<file path="config.mk">
export PLATFORM = sky130hd
export DESIGN_NAME = sum_checked_frame_deframer_unit_flat
export DESIGN_NICKNAME = d
export VERILOG_FILES = /design/src/rtl/scfd_pkg.sv /design/src/rtl/scfd_in_if.sv /design/src/rtl/scfd_out_if.sv /design/src/rtl/sum_checked_frame_deframer_unit.sv /design/src/flat_wrapper.sv
export SDC_FILE = /design/constraint.sdc
export NUM_CORES = 1
export LEC_CHECK = 0
export BUFFER_PORTS_ARGS = -buffer_cell sky130_fd_sc_hd__buf_4
export CORE_ASPECT_RATIO = 1.25
export CORE_UTILIZATION = 31
export DETAILED_ROUTE_END_ITERATION = 8
export REMOVE_ABC_BUFFERS = 1
export SLEW_MARGIN = 40
export SYNTH_ARGS = -nofsm -noshare
export SYNTH_HDL_FRONTEND = slang
export SYNTH_SLANG_ARGS = --single-unit
</file>
<file path="constraint.sdc">
create_clock -name clk -period 3.8 [get_ports clk]
set_input_delay 0.19 -clock clk [delete_from_list [all_inputs] [get_ports clk]]
set_output_delay 0.19 -clock clk [all_outputs]
set_load 0.02 [all_outputs]
</file>
<file path="src/rtl/scfd_pkg.sv">
// shared types and constants for the sum checked frame deframer
`default_nettype none
package scfd_pkg;

  localparam logic [7:0] SOF_BYTE  = 8'h68;
  localparam logic [7:0] EOF_BYTE  = 8'h16;
  localparam logic [7:0] TYPE_OFFS = 8'h80;

  localparam int unsigned CFG_DATA_W = 16;
  localparam int unsigned CFG_IDX_W  = 2;

  localparam logic [CFG_IDX_W-1:0] CFG_MAX_LEN    = 2'd0;
  localparam logic [CFG_IDX_W-1:0] CFG_REQ_TYPE   = 2'd1;
  localparam logic [CFG_IDX_W-1:0] CFG_TYPE_CHECK = 2'd2;

  localparam logic [15:0] MAX_LEN_RST = 16'd1024;

  localparam logic KIND_DATA   = 1'b0;
  localparam logic KIND_STATUS = 1'b1;

  typedef enum logic [2:0] {
    PH_HUNT   = 3'd0,
    PH_LEN_HI = 3'd1,
    PH_LEN_LO = 3'd2,
    PH_TYPE   = 3'd3,
    PH_DATA   = 3'd4,
    PH_CSUM   = 3'd5,
    PH_END    = 3'd6
  } phase_t;

  typedef enum logic [2:0] {
    ST_OK       = 3'd0,
    ST_CSUM_ERR = 3'd1,
    ST_END_ERR  = 3'd2,
    ST_LEN_ERR  = 3'd3,
    ST_TYPE_ERR = 3'd4
  } status_t;

endpackage
`default_nettype wire

</file>
<file path="src/rtl/scfd_in_if.sv">
// received byte channel
`default_nettype none
interface scfd_in_if;
  logic       valid;
  logic       ready;
  logic [7:0] rx_byte;

  modport source (output valid, output rx_byte, input ready);
  modport sink (input valid, input rx_byte, output ready);
endinterface
`default_nettype wire

</file>
<file path="src/rtl/scfd_out_if.sv">
// deframed result channel
`default_nettype none
interface scfd_out_if;
  logic       valid;
  logic       ready;
  logic       kind;
  logic [7:0] payload_byte;
  logic [7:0] frame_type;
  logic [2:0] frame_status;
  logic       is_last;

  modport source (output valid, output kind, output payload_byte, output frame_type,
                  output frame_status, output is_last, input ready);
  modport sink (input valid, input kind, input payload_byte, input frame_type,
                input frame_status, input is_last, output ready);
endinterface
`default_nettype wire

</file>
<file path="src/rtl/sum_checked_frame_deframer_unit.sv">
// frame deframer top level: start byte hunt, length, type, payload, checksum, end byte
//
//   channel  | dir | handshake     | payload
//   ---------+-----+---------------+--------------------------------------------
//   in_ch    | in  | valid / ready | rx_byte
//   out_ch   | out | valid / ready | kind, payload_byte, frame_type,
//            |     |               | frame_status, is_last
//   cfg_*    | in  | cfg_we        | cfg_index, cfg_wdata
//
// one item per cycle; an item's result appears in the output register the cycle
// after it is taken. the phase register and one output register set this figure.
// in_ch.ready is high while the output register is empty or being drained, so
// a stall on out_ch holds off input only once a result is waiting.
// reset is synchronous: phase returns to hunting, config to its defaults.
`default_nettype none
module sum_checked_frame_deframer_unit (
  input  wire                                  clk,
  input  wire                                  rst_n,
  scfd_in_if.sink                              in_ch,
  scfd_out_if.source                           out_ch,
  input  wire                                  cfg_we,
  input  wire [scfd_pkg::CFG_IDX_W-1:0]        cfg_index,
  input  wire [scfd_pkg::CFG_DATA_W-1:0]       cfg_wdata
);

  // configuration
  logic [15:0] max_len_r;
  logic [7:0]  req_type_r;
  logic        type_check_r;

  // frame state
  scfd_pkg::phase_t phase_r, phase_nxt;
  logic [7:0]  len_hi_r, len_hi_nxt;
  logic [15:0] bytes_left_r, bytes_left_nxt;
  logic [7:0]  sum_r, sum_nxt;
  logic [7:0]  cur_type_r, cur_type_nxt;
  logic        matched_r, matched_nxt;

  // result register
  logic        out_valid_r;
  logic        out_kind_r;
  logic [7:0]  out_data_r;
  logic [7:0]  out_type_r;
  logic [2:0]  out_status_r;
  logic        out_last_r;

  // combinational result of the current item
  logic        res_valid;
  logic        res_kind;
  logic [7:0]  res_data;
  logic [7:0]  res_type;
  scfd_pkg::status_t res_status;

  logic        in_acc;
  logic [7:0]  b;
  logic [15:0] full_len;
  logic [7:0]  want_type;

  assign in_ch.ready = !out_valid_r || out_ch.ready;
  assign in_acc      = in_ch.valid && in_ch.ready;
  assign b           = in_ch.rx_byte;
  assign full_len    = {len_hi_r, b};
  assign want_type   = req_type_r + scfd_pkg::TYPE_OFFS;

  always_ff @(posedge clk) begin
    if (!rst_n) begin
      max_len_r    <= scfd_pkg::MAX_LEN_RST;
      req_type_r   <= '0;
      type_check_r <= 1'b0;
    end else if (cfg_we) begin
      unique case (cfg_index)
        scfd_pkg::CFG_MAX_LEN:    max_len_r    <= cfg_wdata;
        scfd_pkg::CFG_REQ_TYPE:   req_type_r   <= cfg_wdata[7:0];
        scfd_pkg::CFG_TYPE_CHECK: type_check_r <= cfg_wdata[0];
        default: ;
      endcase
    end
  end

  always_ff @(posedge clk) begin
    if (!rst_n) begin
      phase_r      <= scfd_pkg::PH_HUNT;
      len_hi_r     <= '0;
      bytes_left_r <= '0;
      sum_r        <= '0;
      cur_type_r   <= '0;
      matched_r    <= 1'b0;
    end else if (in_acc) begin
      phase_r      <= phase_nxt;
      len_hi_r     <= len_hi_nxt;
      bytes_left_r <= bytes_left_nxt;
      sum_r        <= sum_nxt;
      cur_type_r   <= cur_type_nxt;
      matched_r    <= matched_nxt;
    end
  end

  always_comb begin
    phase_nxt      = phase_r;
    len_hi_nxt     = len_hi_r;
    bytes_left_nxt = bytes_left_r;
    sum_nxt        = sum_r;
    cur_type_nxt   = cur_type_r;
    matched_nxt    = matched_r;
    res_valid      = 1'b0;
    res_kind       = scfd_pkg::KIND_DATA;
    res_data       = '0;
    res_type       = cur_type_r;
    res_status     = scfd_pkg::ST_OK;
    unique case (phase_r)
      scfd_pkg::PH_HUNT: begin
        if (b == scfd_pkg::SOF_BYTE) begin
          phase_nxt      = scfd_pkg::PH_LEN_HI;
          len_hi_nxt     = '0;
          bytes_left_nxt = '0;
          sum_nxt        = '0;
          cur_type_nxt   = '0;
          matched_nxt    = 1'b0;
        end
      end
      scfd_pkg::PH_LEN_HI: begin
        len_hi_nxt = b;
        phase_nxt  = scfd_pkg::PH_LEN_LO;
      end
      scfd_pkg::PH_LEN_LO: begin
        if (full_len > max_len_r) begin
          // type not seen yet, so it reads as zero
          phase_nxt  = scfd_pkg::PH_HUNT;
          res_valid  = 1'b1;
          res_kind   = scfd_pkg::KIND_STATUS;
          res_type   = '0;
          res_status = scfd_pkg::ST_LEN_ERR;
        end else begin
          bytes_left_nxt = full_len;
          phase_nxt      = scfd_pkg::PH_TYPE;
        end
      end
      scfd_pkg::PH_TYPE: begin
        cur_type_nxt = b;
        phase_nxt    = (bytes_left_r == '0) ? scfd_pkg::PH_CSUM : scfd_pkg::PH_DATA;
      end
      scfd_pkg::PH_DATA: begin
        sum_nxt        = sum_r + b;
        bytes_left_nxt = bytes_left_r - 16'd1;
        if (bytes_left_r == 16'd1) begin
          phase_nxt = scfd_pkg::PH_CSUM;
        end
        res_valid = 1'b1;
        res_data  = b;
      end
      scfd_pkg::PH_CSUM: begin
        matched_nxt = (b == sum_r);
        phase_nxt   = scfd_pkg::PH_END;
      end
      scfd_pkg::PH_END: begin
        phase_nxt = scfd_pkg::PH_HUNT;
        res_valid = 1'b1;
        res_kind  = scfd_pkg::KIND_STATUS;
        priority if (!matched_r) begin
          res_status = scfd_pkg::ST_CSUM_ERR;
        end else if (b != scfd_pkg::EOF_BYTE) begin
          res_status = scfd_pkg::ST_END_ERR;
        end else if (type_check_r && (cur_type_r != want_type)) begin
          res_status = scfd_pkg::ST_TYPE_ERR;
        end else begin
          res_status = scfd_pkg::ST_OK;
        end
      end
      default: begin
        phase_nxt = scfd_pkg::PH_HUNT;
      end
    endcase
  end

  always_ff @(posedge clk) begin
    if (!rst_n) begin
      out_valid_r <= 1'b0;
    end else if (in_acc && res_valid) begin
      out_valid_r <= 1'b1;
    end else if (out_ch.ready) begin
      out_valid_r <= 1'b0;
    end
  end

  always_ff @(posedge clk) begin
    if (in_acc && res_valid) begin
      out_kind_r   <= res_kind;
      out_data_r   <= res_data;
      out_type_r   <= res_type;
      out_status_r <= res_status;
      out_last_r   <= res_kind;
    end
  end

  assign out_ch.valid        = out_valid_r;
  assign out_ch.kind         = out_kind_r;
  assign out_ch.payload_byte = out_data_r;
  assign out_ch.frame_type   = out_type_r;
  assign out_ch.frame_status = out_status_r;
  assign out_ch.is_last      = out_last_r;

  // a waiting result is never overwritten by a new item
  a_no_overwrite: assert property (@(posedge clk) disable iff (!rst_n)
    in_acc |-> (!out_valid_r || out_ch.ready))
    else $error("result register overwritten while stalled");

  // a frame closing status sends the block back to hunting
  a_hunt_after_status: assert property (@(posedge clk) disable iff (!rst_n)
    (in_acc && res_valid && (res_kind == scfd_pkg::KIND_STATUS))
      |=> (phase_r == scfd_pkg::PH_HUNT))
    else $error("no return to hunting after frame status");

  // payload phase always has bytes still to come
  a_data_count: assert property (@(posedge clk) disable iff (!rst_n)
    (phase_r == scfd_pkg::PH_DATA) |-> (bytes_left_r != '0))
    else $error("payload phase with zero bytes left");

  // payload results carry an ok status and no last flag
  a_data_fields: assert property (@(posedge clk) disable iff (!rst_n)
    (out_valid_r && (out_kind_r == scfd_pkg::KIND_DATA))
      |-> (!out_last_r && (out_status_r == scfd_pkg::ST_OK)))
    else $error("payload result with status fields set");

endmodule
`default_nettype wire
</file>
<file path="src/flat_wrapper.sv">
// flat-port wrapper written by rule: the top's interface ports become plain ports
module sum_checked_frame_deframer_unit_flat 
  (clk, rst_n, cfg_we, cfg_index, cfg_wdata, in_ch_valid, in_ch_rx_byte, in_ch_ready, out_ch_valid, out_ch_kind, out_ch_payload_byte, out_ch_frame_type, out_ch_frame_status, out_ch_is_last, out_ch_ready);
  scfd_in_if in_ch_i ();
  scfd_out_if out_ch_i ();
  input  wire clk;
  input  wire rst_n;
  input  wire cfg_we;
  input  wire [scfd_pkg::CFG_IDX_W-1:0] cfg_index;
  input  wire [scfd_pkg::CFG_DATA_W-1:0] cfg_wdata;
  input wire logic [$bits(in_ch_i.valid)-1:0] in_ch_valid;
  input wire logic [$bits(in_ch_i.rx_byte)-1:0] in_ch_rx_byte;
  output wire logic [$bits(in_ch_i.ready)-1:0] in_ch_ready;
  output wire logic [$bits(out_ch_i.valid)-1:0] out_ch_valid;
  output wire logic [$bits(out_ch_i.kind)-1:0] out_ch_kind;
  output wire logic [$bits(out_ch_i.payload_byte)-1:0] out_ch_payload_byte;
  output wire logic [$bits(out_ch_i.frame_type)-1:0] out_ch_frame_type;
  output wire logic [$bits(out_ch_i.frame_status)-1:0] out_ch_frame_status;
  output wire logic [$bits(out_ch_i.is_last)-1:0] out_ch_is_last;
  input wire logic [$bits(out_ch_i.ready)-1:0] out_ch_ready;
  assign in_ch_i.valid = in_ch_valid;
  assign in_ch_i.rx_byte = in_ch_rx_byte;
  assign in_ch_ready = in_ch_i.ready;
  assign out_ch_valid = out_ch_i.valid;
  assign out_ch_kind = out_ch_i.kind;
  assign out_ch_payload_byte = out_ch_i.payload_byte;
  assign out_ch_frame_type = out_ch_i.frame_type;
  assign out_ch_frame_status = out_ch_i.frame_status;
  assign out_ch_is_last = out_ch_i.is_last;
  assign out_ch_i.ready = out_ch_ready;
  sum_checked_frame_deframer_unit u_core (.clk(clk), .rst_n(rst_n), .in_ch(in_ch_i), .out_ch(out_ch_i), .cfg_we(cfg_we), .cfg_index(cfg_index), .cfg_wdata(cfg_wdata));
endmodule
</file>
==> results_dict.tcl, run 1 <==
set metrics [dict create \
    avgSynthCellArea_sq_um 9.167 \
    met3_length_um 486 \
    yosys.area.top_type "dfxtp_1" \
    cts_tree "built" \
    grt_pass1_vias 3689 \
    die_width_um 113.2 \
    grt_pass1_wl_um 18780 \
    finalCritPeriodShare_pct 73.45 \
    combPwrFrac_pct 6.5 \
    numCtsBuffers 9 \
    post_cts.repair.setup_buffers 0 \
    place_inst 733 \
    reg2reg_slack_ns 1.01 \
    cp.required_ns 4.04 \
    dieArea_sq_mm 0.01597 \
    synth_top_area_share_pct 29.23 \
    r2r_cells 9 \
    synthArstFlopShare_pct 0 \
    grt_setup_unrepaired "no" \
    initial_core_util_pct 31.93 \
    drv_cap 0 \
    slew_headroom_pct 49.81 \
    cp_slowest_cell "a21oi_4" \
    post_cts_resized 0 \
    final_hold_viol_count 0 \
    dp_hpwl_um 8268 \
    yosysUniqueCellTypes 57 \
    area_delta_synth_final_pct 18.08 \
    top_layer "met4" \
    arrival_ns 3.03 \
    syn_area_sq_mm 0.004795 \
    critPathLaunchType "flip-flop" \
    ctsHoldBuffers 0 \
    ant_nets 0 \
    rows 50 \
    worst_pin_slew_ns 0.7512 \
    mostFrequentLayoutCell "dfxtp_1" \
    cp.buffers_inverters 1 \
    cp_max_fo 26 \
    core_area_sq_mm 0.01501 \
    p_int_mw 1.594 \
    setup_viol 0 \
    final_core_util_pct 37.71 \
    dr_wl_met2_um 5804 \
    wl_met1_um 5131 \
    nFillCells 1492 \
    fin_nets 620 \
    critPathCaptureType "flip-flop" \
    postPlaceCellArea_sq_mm 0.005349 \
    whs_path_depth 3 \
    seq_area_frac_synth_pct 41.75 \
    viasPerCell 5.130 \
    yosysWarnings 0 \
    path_delay_family "compound AO/OA/AOI/OAI gates" \
    portBuffers 53 \
    worst-path-stages 9 \
    grt_max_degree 71 \
    grt_util_all_layers_pct 15.00 \
    antenna_found_initial 0 \
    final_layout_size_suffix_gt1_share_pct 14.46 \
    drtIter0Drc 268 \
    clkPwrFrac_pct 45.4 \
    p_sw_mw 0.4577 \
    crit_type "flip-flop to flip-flop" \
    grt_overflow_total 0 \
    ctsLongestPathBuffers 2 \
    leakagePower_nw 2.195 \
    power.density_mw_per_mm2 362.3 \
    ys_seq_elements 90 \
    ios 54 \
    crit_chain "inv_1 -> ha_1 -> a21oi_1 -> o21ai_0 -> a221o_1 -> a211o_2 -> a21oi_4 -> o221ai_1 -> o211a_1" \
    timing.hold.ws_ns 0.07426 \
    die_h_um 141.0 \
    ys_dominant_reg_cell "dfxtp_1" \
    wl_per_cell_um 15.50 \
    fin_cells 749 \
    fin_area_sq_mm 0.005662 \
    cts_root_buf "clkbuf_16" \
    clock-sinks 90 \
    clk_latency_ns 0.35 \
    ir_drop_v 0.0002117 \
    htreeDepth 3 \
    drt_first_pass_iters 7 \
    synth_edf_count 20 \
    synth_cells 523 \
    min_path_type "input pin to flip-flop" \
    fmax_ghz 0.3583 \
    seq_power_share_pct 48.1 \
    max_stage_delay_ns 0.62 \
    finClkSkew_ns 0.006714 \
    routed_wl_um 11610 \
    drc 0 \
    diodes 0 \
    tns_ns 0 \
    status "complete, no violations" \
    gp_congestion 0.7973 \
    final_cell_mix "dfxtp_1 (70), nand2_1 (63), buf_4 (57)" \
    clkSlewWorstSetupHoldPaths_ns 0.07 \
    maxSlewViolCount 0 \
    min_period_ns 2.791 \
    swShare_pct 22.31 \
    synth_area_leaders "dfxtp_1 (29%), edfxtp_1 (13%), ha_1 (6.8%)" \
    vias 3842 \
]
[cell usage after synthesis (2+ instances only)]
cell      number
a211oi_1       3
a21boi_0      31
a21o_1         4
a21oi_1       20
a22oi_1       19
and2_1        10
and3_1         8
buf_2          4
clkbuf_1      24
dfxtp_1       70
edfxtp_1      20
ha_1          26
inv_1         25
mux2i_1       18
nand2_1       63
nand2b_1       3
nand3_1       16
nand3b_1       3
nand4_1        6
nor2_1        27
nor2b_1       27
nor3_1         8
nor3b_1        2
nor4_1         5
nor4b_1        2
nor4bb_1       2
o211a_1        8
o21ai_0       11
o221ai_1       3
o31ai_1        3
or3b_2         2
or4_1          3
xnor2_1       16
xor2_1         8
[layer usage]
metal / vias up / GRT usage (%)
met3: 17 / 3.052
met1: 1818 / 18.41
met5: - / 0
li1: 1924 / -
met4: 0 / 5.125
met2: 83 / 25.96
[metrics by stage]
step	setup slack, ns	power, mW
final	1.009	2.051
after global routing	0.8562	2.136
after CTS	1.053	2.074
after detailed placement	1.028	1.144
after global placement	1.096	1.140
after floorplan	0.3849	1.074
[flip-flops by register name, indices dropped and copies added (netlist names)]
name / cells
u_core.out_ch.payload_byte: 8
u_core.req_type_r: 8
u_core.phase_r: 3
u_core.sum_r: 8
u_core.out_ch.kind: 1
u_core.max_len_r: 16
u_core.len_hi_r: 8
u_core.type_check_r: 1
u_core.cur_type_r: 8
u_core.out_ch.valid: 1
u_core.bytes_left_r: 16
u_core.out_ch.frame_status: 3
u_core.out_ch.frame_type: 8
u_core.matched_r: 1
[worst register-to-register path, delay by kind of cell (launching register included)]
family,cells,cell delay (ns)
buffers and inverters,1,0.05
AO/OA/AOI/OAI,7,2.01
adder cells (fa/ha/maj),1,0.28
flip-flops,1,0.34
[worst paths after layout]
kind / start / to
max: u_core.max_len_r[5]$_SDFFE_PN0P_ / u_core.bytes_left_r[1]$_SDFFE_PN0P_
min: cfg_wdata[10] / u_core.max_len_r[10]$_SDFFE_PN1P_
max reg2reg: u_core.max_len_r[5]$_SDFFE_PN0P_ / u_core.bytes_left_r[1]$_SDFFE_PN0P_
min reg2reg: u_core.max_len_r[11]$_SDFFE_PN0P_ / u_core.max_len_r[11]$_SDFFE_PN0P_
[cell type report]
| cell class | instances | area (sq um) | share of cell area, % |
|---|---|---|---|
| inverters | 25 | 93.84 | 1.657 |
| clock buffers | 11 | 254.0 | 4.486 |
| repair buffers | 57 | 427.9 | 7.558 |
| flip-flops and latches | 90 | 2002 | 35.36 |
| well taps | 182 | 227.7 | 4.022 |
| multi-input cells | 379 | 2597 | 45.88 |
| clock inverters | 5 | 58.81 | 1.039 |
[power groups by stage]
stage	logic, mW	clock network (mW)	registers, mW
floorplan	0.0663	0	1.01
global placement	0.131	0	1.01
detailed placement	0.135	0	1.01
CTS	0.135	0.952	0.987
global route	0.148	1.00	0.988
finish	0.134	0.931	0.987
[cell families (layout without fill, tap and decap cells)]
group                      Yosys count  count (layout)  share of synthesized area, %
buffers and inverters               54              98                         4.410
muxes                               18              18                         3.758
DFF                                 90              90                         41.75
AOI/OAI and AO/OA                  115             115                         17.41
xor gates and xnor gates            24              24                         4.384
and+or+nand+nor                    195             195                         21.09
adders and majority gates           27              27                         7.202
Power figures use the tool's default switching activity.
==> run 2: changes to the inputs <==
==> constraint.sdc (replaced) <==
create_clock -name clk -period 2.4 [get_ports clk]
set_input_delay 0.12 -clock clk [delete_from_list [all_inputs] [get_ports clk]]
set_output_delay 0.12 -clock clk [all_outputs]
set_load 0.02 [all_outputs]
==> results_dict.tcl, run 2 (same netlist as run 1, synthesis figures left out) <==
set metrics [dict create \
    power.density_mw_per_mm2 556.1 \
    crit_type "flip-flop to flip-flop" \
    drv_cap 0 \
    status "complete, no violations" \
    min_to "u_core.max_len_r[12]$_SDFFE_PN0P_" \
    clkSlewWorstSetupHoldPaths_ns 0.07 \
    whs_path_depth 3 \
    drt_first_pass_iters 4 \
    finClkSkew_ns 0.006107 \
    wl_per_cell_um 16.10 \
    routed_wl_um 12400 \
    vias 3940 \
    cp.required_ns 2.64 \
    path_delay_family "compound AO/OA/AOI/OAI gates" \
    max_stage_delay_ns 0.40 \
    gp_congestion 0.7802 \
    timing.rr.end "u_core.bytes_left_r[6]$_SDFFE_PN0P_" \
    mostFrequentLayoutCell "buf_4" \
    slew_headroom_pct 57.03 \
    ctsLongestPathBuffers 2 \
    fmax_ghz 0.4220 \
    dieArea_sq_mm 0.01597 \
    worst_pin_slew_ns 0.6445 \
    setup_viol 0 \
    cp_max_fo 6 \
    final_layout_size_suffix_gt1_share_pct 22.45 \
    grt_setup_unrepaired "yes" \
    reg2reg_from "u_core.len_hi_r[0]$_SDFFE_PN0P_" \
    maxSlewViolCount 0 \
    portBuffers 53 \
    cp.buffers_inverters 1 \
    min_period_ns 2.370 \
    nFillCells 1473 \
    core_area_sq_mm 0.01501 \
    htreeDepth 3 \
    die_width_um 113.2 \
    diodes 0 \
    place_inst 749 \
    rows 50 \
    drc 0 \
    arrival_ns 2.61 \
    finalCritPeriodShare_pct 98.73 \
    min_from "cfg_wdata[12]" \
    grt_util_all_layers_pct 15.74 \
    clock-sinks 90 \
    final_cell_mix "buf_4 (73), nand2_1 (63), dfxtp_1 (58)" \
    clk_latency_ns 0.34 \
    grt_pass1_wl_um 19430 \
    fin_cells 770 \
    final_hold_viol_count 0 \
    reg_top3 "u_core.bytes_left_r (16), u_core.max_len_r (16)" \
    initial_core_util_pct 31.93 \
    antenna_found_initial 0 \
    cts_root_buf "clkbuf_16" \
    area_delta_synth_final_pct 26.30 \
    cts_tree "built" \
    fin_nets 641 \
    ant_nets 0 \
    leakagePower_nw 2.341 \
    final_core_util_pct 40.33 \
    dp_hpwl_um 8796 \
    drtIter0Drc 245 \
    grt_overflow_total 0 \
    ios 54 \
    grt_pass1_vias 3864 \
    power_mw 3.367 \
    grt_max_degree 71 \
    min_path_type "input pin to flip-flop" \
    critPathLaunchType "flip-flop" \
    viasPerCell 5.117 \
    r2r_cells 9 \
    die_h_um 141.0 \
    critPathCaptureType "flip-flop" \
    crit_chain "ha_1 -> nand4_1 -> nor2_1 -> a221o_1 -> a211o_4 -> a21oi_4 -> clkbuf_16 -> mux2i_1 -> nor2b_1" \
    cp_slowest_cell "dfxtp_1" \
    numCtsBuffers 9 \
    ir_drop_v 0.0003932 \
    reg2reg_slack_ns 0.03 \
]
[run 2: area by class of cell]
| class | instances | area [sq um] | area share [%] |
|---|---|---|---|
| timing repair buffer | 78 | 648.1 | 10.70 |
| clock inverter | 7 | 106.4 | 1.756 |
| clock buffer | 9 | 225.2 | 3.719 |
| tap | 182 | 227.7 | 3.760 |
| inverter | 25 | 93.84 | 1.550 |
| sequential | 90 | 2017 | 33.31 |
| multi-input combinational | 379 | 2738 | 45.21 |
[run 2: worst max-delay path by stage]
stage	endpoint	startpoint	cells past startpoint	slack [ns]
2_1_floorplan	u_core.out_ch.frame_status[0]$_DFFE_PP_	u_core.max_len_r[14]$_SDFFE_PN0P_	7	-1.02
3_3_place_gp	u_core.bytes_left_r[11]$_SDFFE_PN0P_	u_core.max_len_r[7]$_SDFFE_PN0P_	11	0.008
3_5_place_dp	u_core.bytes_left_r[13]$_SDFFE_PN0P_	u_core.max_len_r[7]$_SDFFE_PN0P_	11	-0.03
4_1_cts	u_core.bytes_left_r[2]$_SDFFE_PN0P_	u_core.max_len_r[7]$_SDFFE_PN0P_	10	0.002
5_1_grt	u_core.bytes_left_r[8]$_SDFFE_PN0P_	u_core.max_len_r[11]$_SDFFE_PN0P_	11	-0.04
6_report	u_core.bytes_left_r[6]$_SDFFE_PN0P_	u_core.len_hi_r[0]$_SDFFE_PN0P_	9	0.03
[run 2: per-stage QoR]
stage	area [sq um]	hold slack [ns]	setup TNS (ns)	setup slack, ns
after floorplan	4677	0.2089	-20.33	-1.015
after global placement	5488	0.3553	0	0.008326
after detailed placement	5488	0.3549	-0.1610	-0.02770
after CTS	5822	0.02767	0	0.002087
after global routing	6056	0.03589	-0.2671	-0.03629
final	6056	0.02909	0	0.03048
[run 2: layer usage]
layer  vias to the layer above  routed length, um  GRT usage (%)
met1                      1868               5204          18.24
met4                         0                255          6.648
met5                         -                  0              0
li1                       1968                  -              -
met3                        16                658          3.310
met2                        88               6282          27.90
[run 2: power breakdown]
group	switching (mW)	leakage, nW	internal, mW
sequential	0.00866	0.723	1.55
combinational	0.129	1.46	0.111
clock	0.631	0.163	0.933
[run 2: what timing repair did]
item / CTS / global route
gates resized for setup: 0 / 32
hold endpoints to repair: 1 / 0
setup endpoints to repair: 7 / 30
buffers inserted: 0 / 3
cloned: 0 / 2
hold buffers: 1 / 0
pin swaps: 0 / 12
[run 2: tightest hold or removal path: stages]
cell and delay (ns):
buf_4 0.11, nand2_1 0.04, a21boi_0 0.06
